`src/design/c8ic_pkg.sv`:
```
// Types, constants and helper functions of the CHIP-8 core.
package c8ic_pkg;

    localparam logic [15:0] PC_START  = 16'h0200;
    localparam logic [15:0] PC_LIMIT  = 16'd4094;
    localparam logic [11:0] FONT_BASE = 12'h050;
    localparam logic [11:0] FONT_SIZE = 12'd80;

    localparam logic [15:0] OPC_CLS = 16'h00E0;
    localparam logic [15:0] OPC_RET = 16'h00EE;

    localparam logic [3:0] GRP_SYS     = 4'h0;
    localparam logic [3:0] GRP_JP      = 4'h1;
    localparam logic [3:0] GRP_CALL    = 4'h2;
    localparam logic [3:0] GRP_SE_IMM  = 4'h3;
    localparam logic [3:0] GRP_SNE_IMM = 4'h4;
    localparam logic [3:0] GRP_SE_REG  = 4'h5;
    localparam logic [3:0] GRP_LD_IMM  = 4'h6;
    localparam logic [3:0] GRP_ADD_IMM = 4'h7;
    localparam logic [3:0] GRP_ALU     = 4'h8;
    localparam logic [3:0] GRP_SNE_REG = 4'h9;
    localparam logic [3:0] GRP_LD_I    = 4'hA;
    localparam logic [3:0] GRP_JP_V0   = 4'hB;
    localparam logic [3:0] GRP_RND     = 4'hC;
    localparam logic [3:0] GRP_DRW     = 4'hD;
    localparam logic [3:0] GRP_KEY     = 4'hE;
    localparam logic [3:0] GRP_MISC    = 4'hF;

    localparam logic [3:0] ALU_MOV = 4'h0;
    localparam logic [3:0] ALU_OR  = 4'h1;
    localparam logic [3:0] ALU_AND = 4'h2;
    localparam logic [3:0] ALU_XOR = 4'h3;
    localparam logic [3:0] ALU_ADD = 4'h4;
    localparam logic [3:0] ALU_SUB = 4'h5;
    localparam logic [3:0] ALU_SHR = 4'h6;
    localparam logic [3:0] ALU_RSB = 4'h7;
    localparam logic [3:0] ALU_SHL = 4'hE;

    localparam logic [7:0] KEY_DOWN   = 8'h9E;
    localparam logic [7:0] KEY_UP     = 8'hA1;
    localparam logic [7:0] F_DELAY_RD = 8'h07;
    localparam logic [7:0] F_KEY_WAIT = 8'h0A;
    localparam logic [7:0] F_DELAY_WR = 8'h15;
    localparam logic [7:0] F_SOUND_WR = 8'h18;
    localparam logic [7:0] F_ADD_I    = 8'h1E;
    localparam logic [7:0] F_FONT     = 8'h29;
    localparam logic [7:0] F_BCD      = 8'h33;
    localparam logic [7:0] F_STORE    = 8'h55;
    localparam logic [7:0] F_LOAD     = 8'h65;

    localparam logic [7:0] FONT [80] = '{
        8'hF0, 8'h90, 8'h90, 8'h90, 8'hF0, 8'h20, 8'h60, 8'h20, 8'h20, 8'h70,
        8'hF0, 8'h10, 8'hF0, 8'h80, 8'hF0, 8'hF0, 8'h10, 8'hF0, 8'h10, 8'hF0,
        8'h90, 8'h90, 8'hF0, 8'h10, 8'h10, 8'hF0, 8'h80, 8'hF0, 8'h10, 8'hF0,
        8'hF0, 8'h80, 8'hF0, 8'h90, 8'hF0, 8'hF0, 8'h10, 8'h20, 8'h40, 8'h40,
        8'hF0, 8'h90, 8'hF0, 8'h90, 8'hF0, 8'hF0, 8'h90, 8'hF0, 8'h10, 8'hF0,
        8'hF0, 8'h90, 8'hF0, 8'h90, 8'h90, 8'hE0, 8'h90, 8'hE0, 8'h90, 8'hE0,
        8'hF0, 8'h80, 8'h80, 8'h80, 8'hF0, 8'hE0, 8'h90, 8'h90, 8'h90, 8'hE0,
        8'hF0, 8'h80, 8'hF0, 8'h80, 8'hF0, 8'hF0, 8'h80, 8'hF0, 8'h80, 8'h80
    };

    typedef enum logic [1:0] {
        OP_LOAD = 2'd0,
        OP_EXEC = 2'd1,
        OP_TICK = 2'd2,
        OP_READ = 2'd3
    } t_item_op;

    typedef enum logic [4:0] {
        ST_CLEAR, ST_IDLE, ST_LOAD, ST_TICK, ST_PIX_RD, ST_PIX_WT,
        ST_FETCH_HI, ST_FETCH_LO, ST_FETCH_LAT, ST_READ_X, ST_READ_Y, ST_EXEC,
        ST_CLS, ST_DRW_MEM, ST_DRW_FB, ST_DRW_WR, ST_DRW_END,
        ST_BCD, ST_STORE, ST_LOAD_RD, ST_LOAD_WR, ST_DONE
    } t_state;

    typedef enum logic [4:0] {
        CMD_NONE, CMD_CLEAR, CMD_LOAD, CMD_TICK, CMD_PIX_RD, CMD_PIX_WT,
        CMD_FETCH_HI, CMD_FETCH_LO, CMD_FETCH_LAT, CMD_READ_X, CMD_READ_Y, CMD_EXEC,
        CMD_CLS, CMD_DRW_MEM, CMD_DRW_FB, CMD_DRW_WR, CMD_DRW_END,
        CMD_BCD, CMD_STORE, CMD_LOAD_RD, CMD_LOAD_WR
    } t_cmd;

    typedef struct packed {
        t_cmd cmd;
        logic accept;
        logic finish;
        logic busy;
    } t_ctrl;

    typedef struct packed {
        logic [15:0] opcode;
        logic        pc_limit;
        logic        loop_last;
        logic        out_busy;
    } t_status;

    // Reset image of main memory: the glyph table at FONT_BASE, zeros elsewhere.
    function automatic logic [7:0] font_byte(input logic [11:0] addr);
        logic [11:0] off;
        off = addr - FONT_BASE;
        if (addr >= FONT_BASE && addr < FONT_BASE + FONT_SIZE) begin
            return FONT[off[6:0]];
        end
        return 8'h00;
    endfunction

endpackage

```
`src/design/c8ic_controller.sv`:
```
// Sequencer of the CHIP-8 core: walks each item through its datapath steps.
module c8ic_controller (
    input  logic              i_clk,
    input  logic              i_rst_n,
    input  logic              i_in_valid,
    input  logic [1:0]        i_operation,
    input  c8ic_pkg::t_status i_status,
    output c8ic_pkg::t_ctrl   o_ctrl
);

    c8ic_pkg::t_state r_state, n_state;

    logic [3:0] grp;
    logic [7:0] low;

    assign grp = i_status.opcode[15:12];
    assign low = i_status.opcode[7:0];

    always_comb begin
        n_state = r_state;
        case (r_state)
            c8ic_pkg::ST_CLEAR: if (i_status.loop_last) n_state = c8ic_pkg::ST_IDLE;
            c8ic_pkg::ST_IDLE: begin
                if (i_in_valid) begin
                    case (i_operation)
                        c8ic_pkg::OP_LOAD: n_state = c8ic_pkg::ST_LOAD;
                        c8ic_pkg::OP_EXEC: n_state = i_status.pc_limit ? c8ic_pkg::ST_DONE
                                                                       : c8ic_pkg::ST_FETCH_HI;
                        c8ic_pkg::OP_TICK: n_state = c8ic_pkg::ST_TICK;
                        default:           n_state = c8ic_pkg::ST_PIX_RD;
                    endcase
                end
            end
            c8ic_pkg::ST_LOAD, c8ic_pkg::ST_TICK, c8ic_pkg::ST_PIX_WT,
            c8ic_pkg::ST_DRW_END:   n_state = c8ic_pkg::ST_DONE;
            c8ic_pkg::ST_PIX_RD:    n_state = c8ic_pkg::ST_PIX_WT;
            c8ic_pkg::ST_FETCH_HI:  n_state = c8ic_pkg::ST_FETCH_LO;
            c8ic_pkg::ST_FETCH_LO:  n_state = c8ic_pkg::ST_FETCH_LAT;
            c8ic_pkg::ST_FETCH_LAT: n_state = c8ic_pkg::ST_READ_X;
            c8ic_pkg::ST_READ_X:    n_state = c8ic_pkg::ST_READ_Y;
            c8ic_pkg::ST_READ_Y:    n_state = c8ic_pkg::ST_EXEC;
            c8ic_pkg::ST_EXEC: begin
                n_state = c8ic_pkg::ST_DONE;
                if (i_status.opcode == c8ic_pkg::OPC_CLS) begin
                    n_state = c8ic_pkg::ST_CLS;
                end else if (grp == c8ic_pkg::GRP_DRW) begin
                    // A zero-height sprite only clears the flag.
                    if (i_status.opcode[3:0] != 4'h0) n_state = c8ic_pkg::ST_DRW_MEM;
                end else if (grp == c8ic_pkg::GRP_MISC) begin
                    case (low)
                        c8ic_pkg::F_BCD:   n_state = c8ic_pkg::ST_BCD;
                        c8ic_pkg::F_STORE: n_state = c8ic_pkg::ST_STORE;
                        c8ic_pkg::F_LOAD:  n_state = c8ic_pkg::ST_LOAD_RD;
                        default:           n_state = c8ic_pkg::ST_DONE;
                    endcase
                end
            end
            c8ic_pkg::ST_CLS, c8ic_pkg::ST_BCD, c8ic_pkg::ST_STORE:
                if (i_status.loop_last) n_state = c8ic_pkg::ST_DONE;
            c8ic_pkg::ST_DRW_MEM: n_state = c8ic_pkg::ST_DRW_FB;
            c8ic_pkg::ST_DRW_FB:  n_state = c8ic_pkg::ST_DRW_WR;
            c8ic_pkg::ST_DRW_WR:  n_state = i_status.loop_last ? c8ic_pkg::ST_DRW_END
                                                               : c8ic_pkg::ST_DRW_MEM;
            c8ic_pkg::ST_LOAD_RD: n_state = c8ic_pkg::ST_LOAD_WR;
            c8ic_pkg::ST_LOAD_WR: n_state = i_status.loop_last ? c8ic_pkg::ST_DONE
                                                               : c8ic_pkg::ST_LOAD_RD;
            c8ic_pkg::ST_DONE: if (!i_status.out_busy) n_state = c8ic_pkg::ST_IDLE;
            default: n_state = c8ic_pkg::ST_IDLE;
        endcase
    end

    always_comb begin
        o_ctrl.accept = (r_state == c8ic_pkg::ST_IDLE) && i_in_valid;
        o_ctrl.finish = (r_state == c8ic_pkg::ST_DONE) && !i_status.out_busy;
        o_ctrl.busy   = (r_state != c8ic_pkg::ST_IDLE);
        case (r_state)
            c8ic_pkg::ST_CLEAR:     o_ctrl.cmd = c8ic_pkg::CMD_CLEAR;
            c8ic_pkg::ST_LOAD:      o_ctrl.cmd = c8ic_pkg::CMD_LOAD;
            c8ic_pkg::ST_TICK:      o_ctrl.cmd = c8ic_pkg::CMD_TICK;
            c8ic_pkg::ST_PIX_RD:    o_ctrl.cmd = c8ic_pkg::CMD_PIX_RD;
            c8ic_pkg::ST_PIX_WT:    o_ctrl.cmd = c8ic_pkg::CMD_PIX_WT;
            c8ic_pkg::ST_FETCH_HI:  o_ctrl.cmd = c8ic_pkg::CMD_FETCH_HI;
            c8ic_pkg::ST_FETCH_LO:  o_ctrl.cmd = c8ic_pkg::CMD_FETCH_LO;
            c8ic_pkg::ST_FETCH_LAT: o_ctrl.cmd = c8ic_pkg::CMD_FETCH_LAT;
            c8ic_pkg::ST_READ_X:    o_ctrl.cmd = c8ic_pkg::CMD_READ_X;
            c8ic_pkg::ST_READ_Y:    o_ctrl.cmd = c8ic_pkg::CMD_READ_Y;
            c8ic_pkg::ST_EXEC:      o_ctrl.cmd = c8ic_pkg::CMD_EXEC;
            c8ic_pkg::ST_CLS:       o_ctrl.cmd = c8ic_pkg::CMD_CLS;
            c8ic_pkg::ST_DRW_MEM:   o_ctrl.cmd = c8ic_pkg::CMD_DRW_MEM;
            c8ic_pkg::ST_DRW_FB:    o_ctrl.cmd = c8ic_pkg::CMD_DRW_FB;
            c8ic_pkg::ST_DRW_WR:    o_ctrl.cmd = c8ic_pkg::CMD_DRW_WR;
            c8ic_pkg::ST_DRW_END:   o_ctrl.cmd = c8ic_pkg::CMD_DRW_END;
            c8ic_pkg::ST_BCD:       o_ctrl.cmd = c8ic_pkg::CMD_BCD;
            c8ic_pkg::ST_STORE:     o_ctrl.cmd = c8ic_pkg::CMD_STORE;
            c8ic_pkg::ST_LOAD_RD:   o_ctrl.cmd = c8ic_pkg::CMD_LOAD_RD;
            c8ic_pkg::ST_LOAD_WR:   o_ctrl.cmd = c8ic_pkg::CMD_LOAD_WR;
            default:                o_ctrl.cmd = c8ic_pkg::CMD_NONE;
        endcase
    end

    always_ff @(posedge i_clk) begin
        if (!i_rst_n) begin
            r_state <= c8ic_pkg::ST_CLEAR;
        end else begin
            r_state <= n_state;
        end
    end

endmodule

```
`config.mk`:
```
export PLATFORM = sky130hd
export DESIGN_NAME = c8ic_controller
export DESIGN_NICKNAME = d
export VERILOG_FILES = /design/src/design/c8ic_pkg.sv /design/src/design/c8ic_controller.sv
export SDC_FILE = /design/constraint.sdc
export NUM_CORES = 1
export LEC_CHECK = 0
export ABC_AREA = 0
export BUFFER_PORTS_ARGS = -buffer_cell sky130_fd_sc_hd__buf_2
export CAP_MARGIN = 20
export CORE_MARGIN = 2
export CORE_UTILIZATION = 40
export CTS_CLUSTER_DIAMETER = 50
export CTS_CLUSTER_SIZE = 20
export DETAILED_ROUTE_END_ITERATION = 10
export PLACE_DENSITY_LB_ADDON = 0.08
export SLEW_MARGIN = 5
export SYNTH_ARGS = -nofsm -noshare
export SYNTH_HDL_FRONTEND = slang
export SYNTH_SLANG_ARGS = --single-unit
```
`constraint.sdc`:
```
create_clock -name i_clk -period 5.77 [get_ports i_clk]
set_input_delay 0.577 -clock i_clk [delete_from_list [all_inputs] [get_ports i_clk]]
set_output_delay 0.577 -clock i_clk [all_outputs]
set_load 0.01 [all_outputs]
```
==> reports/summary.txt <==
status: completed
post-synthesis sequential area ratio: 0.201
nets: 181
fillcell total: 236
die width: 53.9 um
worst-path fanout max: 16
count leader, synth: dfxtp_1
hold path depth: 2
proportion of synthesized area in mux cells: 0.0101
leak pwr: 0.511 nW
hpwl dp: 1.91 mm
Compound-Gate Fraction of Synth Area: 0.260
area share of the largest cell type after synthesis: 0.201
largest net degree at the start of global routing: 20
Slew Limit Fails: 0
Worst Setup End Kind: flop
Setup TNS: 0 ns
DIE AREA: 2910 sq um
Avg Inst Size Synth: 7.66 sq um
Synth Area in Simple Gates: 0.398
Post-synth EDFFs: 0
Synth area leaders: dfxtp_1, nor2b_1, buf_2, inv_1, nand2b_1
largest family of logic cells by synthesized area: simple AND/OR/NAND/NOR gates
Critical Path Source Type: flop
fin crit period: 2.50 ns
Reg-to-Reg End: o_ctrl[3]$_DFF_P_
Post-Layout Inst Area: 1170 sq um
Design Power: 0.000282 W
Initial Utilization: 0.413
Worst-Margin Slew: 0.616 ns
reg2reg start: r_state[0]$_SDFFE_PN0P_
hold wc startpoint: i_rst_n
TritonCTS clock tree: built
initial antenna violation count: 0
CTS resizes: 0
Synth Net Count: 154
CTS Hold Buffers Added: 0
Cells after Synth: 130
DRC: 0
placed cell areas: 1130 sq um
CP arrival: 2.64 ns
number of global-route vias before repair: 944
Hold Fails Final Rpt: 0
worst endpoint required time: 5.90 ns
Post-CTS Repair Setup Buffers: 0
cts bufs inserted: 3
synthesis-to-layout area growth: 17.2%
io pins: 32
Post-synth top cells: dfxtp_1, inv_1, buf_2
Period Utilization, post-route: 0.434
All-Layer GR Usage: 0.186
Synth Area in Adders: 0
post-synthesis register bit count: 10
FMAX: 399 MHz
Die Height: 53.9 um
hold path endpoint: o_ctrl[3]$_DFF_P_
post-route ant nets: 0
Fin Clk Skew: 0.000490 ns
CORE AREA: 2410 sq um
ant diodes: 0
RePlAce Congestion: 0.770
worst-case reg-to-reg path depth: 8
worst skew pair latency: 0.26 ns
Setup WS pre-CTS: 3.26 ns
DR iter-0 viols: 17
Vias/cell: 5.81
PnR worst setup slack: 3.27 ns
Worst-path clk slew: 0.06 ns
clock root buffer master: clkbuf_4
area leader, netlist: dfxtp_1
worst min path class: input pin to flop
sequential cell area: 200 sq um
layout cells sized above 1: 0.256
mapped cell area: 996 sq um
Final setup viols: 0
Reg2Reg Setup Slack: 3.27 ns
RSZ-0062 raised after global routing: no
Max Cap Viol: 0
Max IR drop VDD: 0.000189 V
CP startpoint: r_state[0]$_SDFFE_PN0P_
xor-xnor portion of the synthesized cell area: 0.0352
Routed WL per cell: 13.4 um
Rows: 18
TritonRoute pass-1 iters: 4
Slew HR: 0.589
Multi-input gate area: 701 sq um
DR vias: 1080
Clock Path Buffers: 2
critical path class: flop to flop
clock sink total: 10
asr flop ratio synth: 0
Synth Warn #: 0
Primary FF master, synth: dfxtp_1
power per cell area: 241 nW/um^2
final WL: 2.49 mm
first-pass GRT wire length: 4.08 mm
global route overflow: 0
Unique masters post-synth: 54
IO buf count: 31
Clock H-tree levels: 1
==> report_power, final <==
group / total [W] / internal, W / switching [W]
registers: 0.0000972 / 0.0000773 / 0.0000199
logic: 0.000123 / 0.0000574 / 0.0000656
clock network: 0.0000617 / 0.0000383 / 0.0000234
total: 0.000282 / 0.000173 / 0.000109
==> per-layer routing <==
metal	up-vias	GRT usage	routed length (um)	share of wire
li1	550	-	-	-
met5	-	0	0	0
met4	0	0.0385	8	0.0032
met3	2	0.0250	109	0.044
met1	503	0.245	1200	0.48
met2	25	0.321	1180	0.47
==> logic make-up (layout without fill, tap and decap cells) <==
kind of cell / Yosys count / after routing
AND/OR/NAND/NOR: 62 / 62
AO/OA/AOI/OAI: 34 / 34
buffers and inverters: 19 / 45
flip-flops: 10 / 10
XOR/XNOR: 4 / 4
multiplexers: 1 / 1
==> layout make-up <==
| class | instances | area share |
|---|---|---|
| timing repair buffer | 31 | 0.133 |
| multi-input combinational | 101 | 0.600 |
| inverter | 10 | 0.0322 |
| sequential | 10 | 0.171 |
| tap | 30 | 0.0322 |
| clock buffer | 4 | 0.0311 |
==> metrics by stage <==
step                      hold slack (ns)  instances  utilization
final                               0.581        186        0.484
after global routing                0.601        186        0.484
after CTS                           0.579        186        0.484
after detailed placement            0.847        182        0.469
after global placement              0.847        182        0.469
after floorplan                     0.658        130            -
==> critical path: stages, from the launching register on <==
cell and delay, ns:
dfxtp_1 0.67, nand2b_1 0.18, nor4_2 0.32, inv_1 0.10, o21ai_1 0.24, nor3_1 0.12
a22oi_1 0.40, a311o_1 0.24, o2111ai_1 0.10
==> worst max path at each step <==
stage / slack, ns / depth (start not counted) / to
6_report: 3.27 / 8 / o_ctrl[3]$_DFF_P_
2_1_floorplan: 3.40 / 8 / o_ctrl[3]$_DFF_P_
3_5_place_dp: 3.26 / 8 / o_ctrl[3]$_DFF_P_
3_3_place_gp: 3.29 / 9 / o_ctrl[3]$_DFF_P_
5_1_grt: 2.98 / 8 / o_ctrl[3]$_DFF_P_
4_1_cts: 3.26 / 8 / o_ctrl[3]$_DFF_P_
==> cells in the final DEF, fill, tap and decap left out, drive strengths merged, types with 4 or more instances in the layout <==
master | synthesis | final
nand3 | 6 | 6
nand4 | 4 | 4
o21ai | 7 | 7
buf | 9 | 31
inv | 10 | 10
nand2b | 5 | 5
nor2b | 6 | 6
and3 | 4 | 4
dfxtp | 10 | 10
nor2 | 5 | 5
nor3 | 5 | 5
clkbuf | 0 | 4
nand2 | 4 | 4
==> flip-flops by register name, indices dropped and copies added (netlist names) <==
signal / count
r_state: 5
o_ctrl: 5
Power figures use the tool's default switching activity.
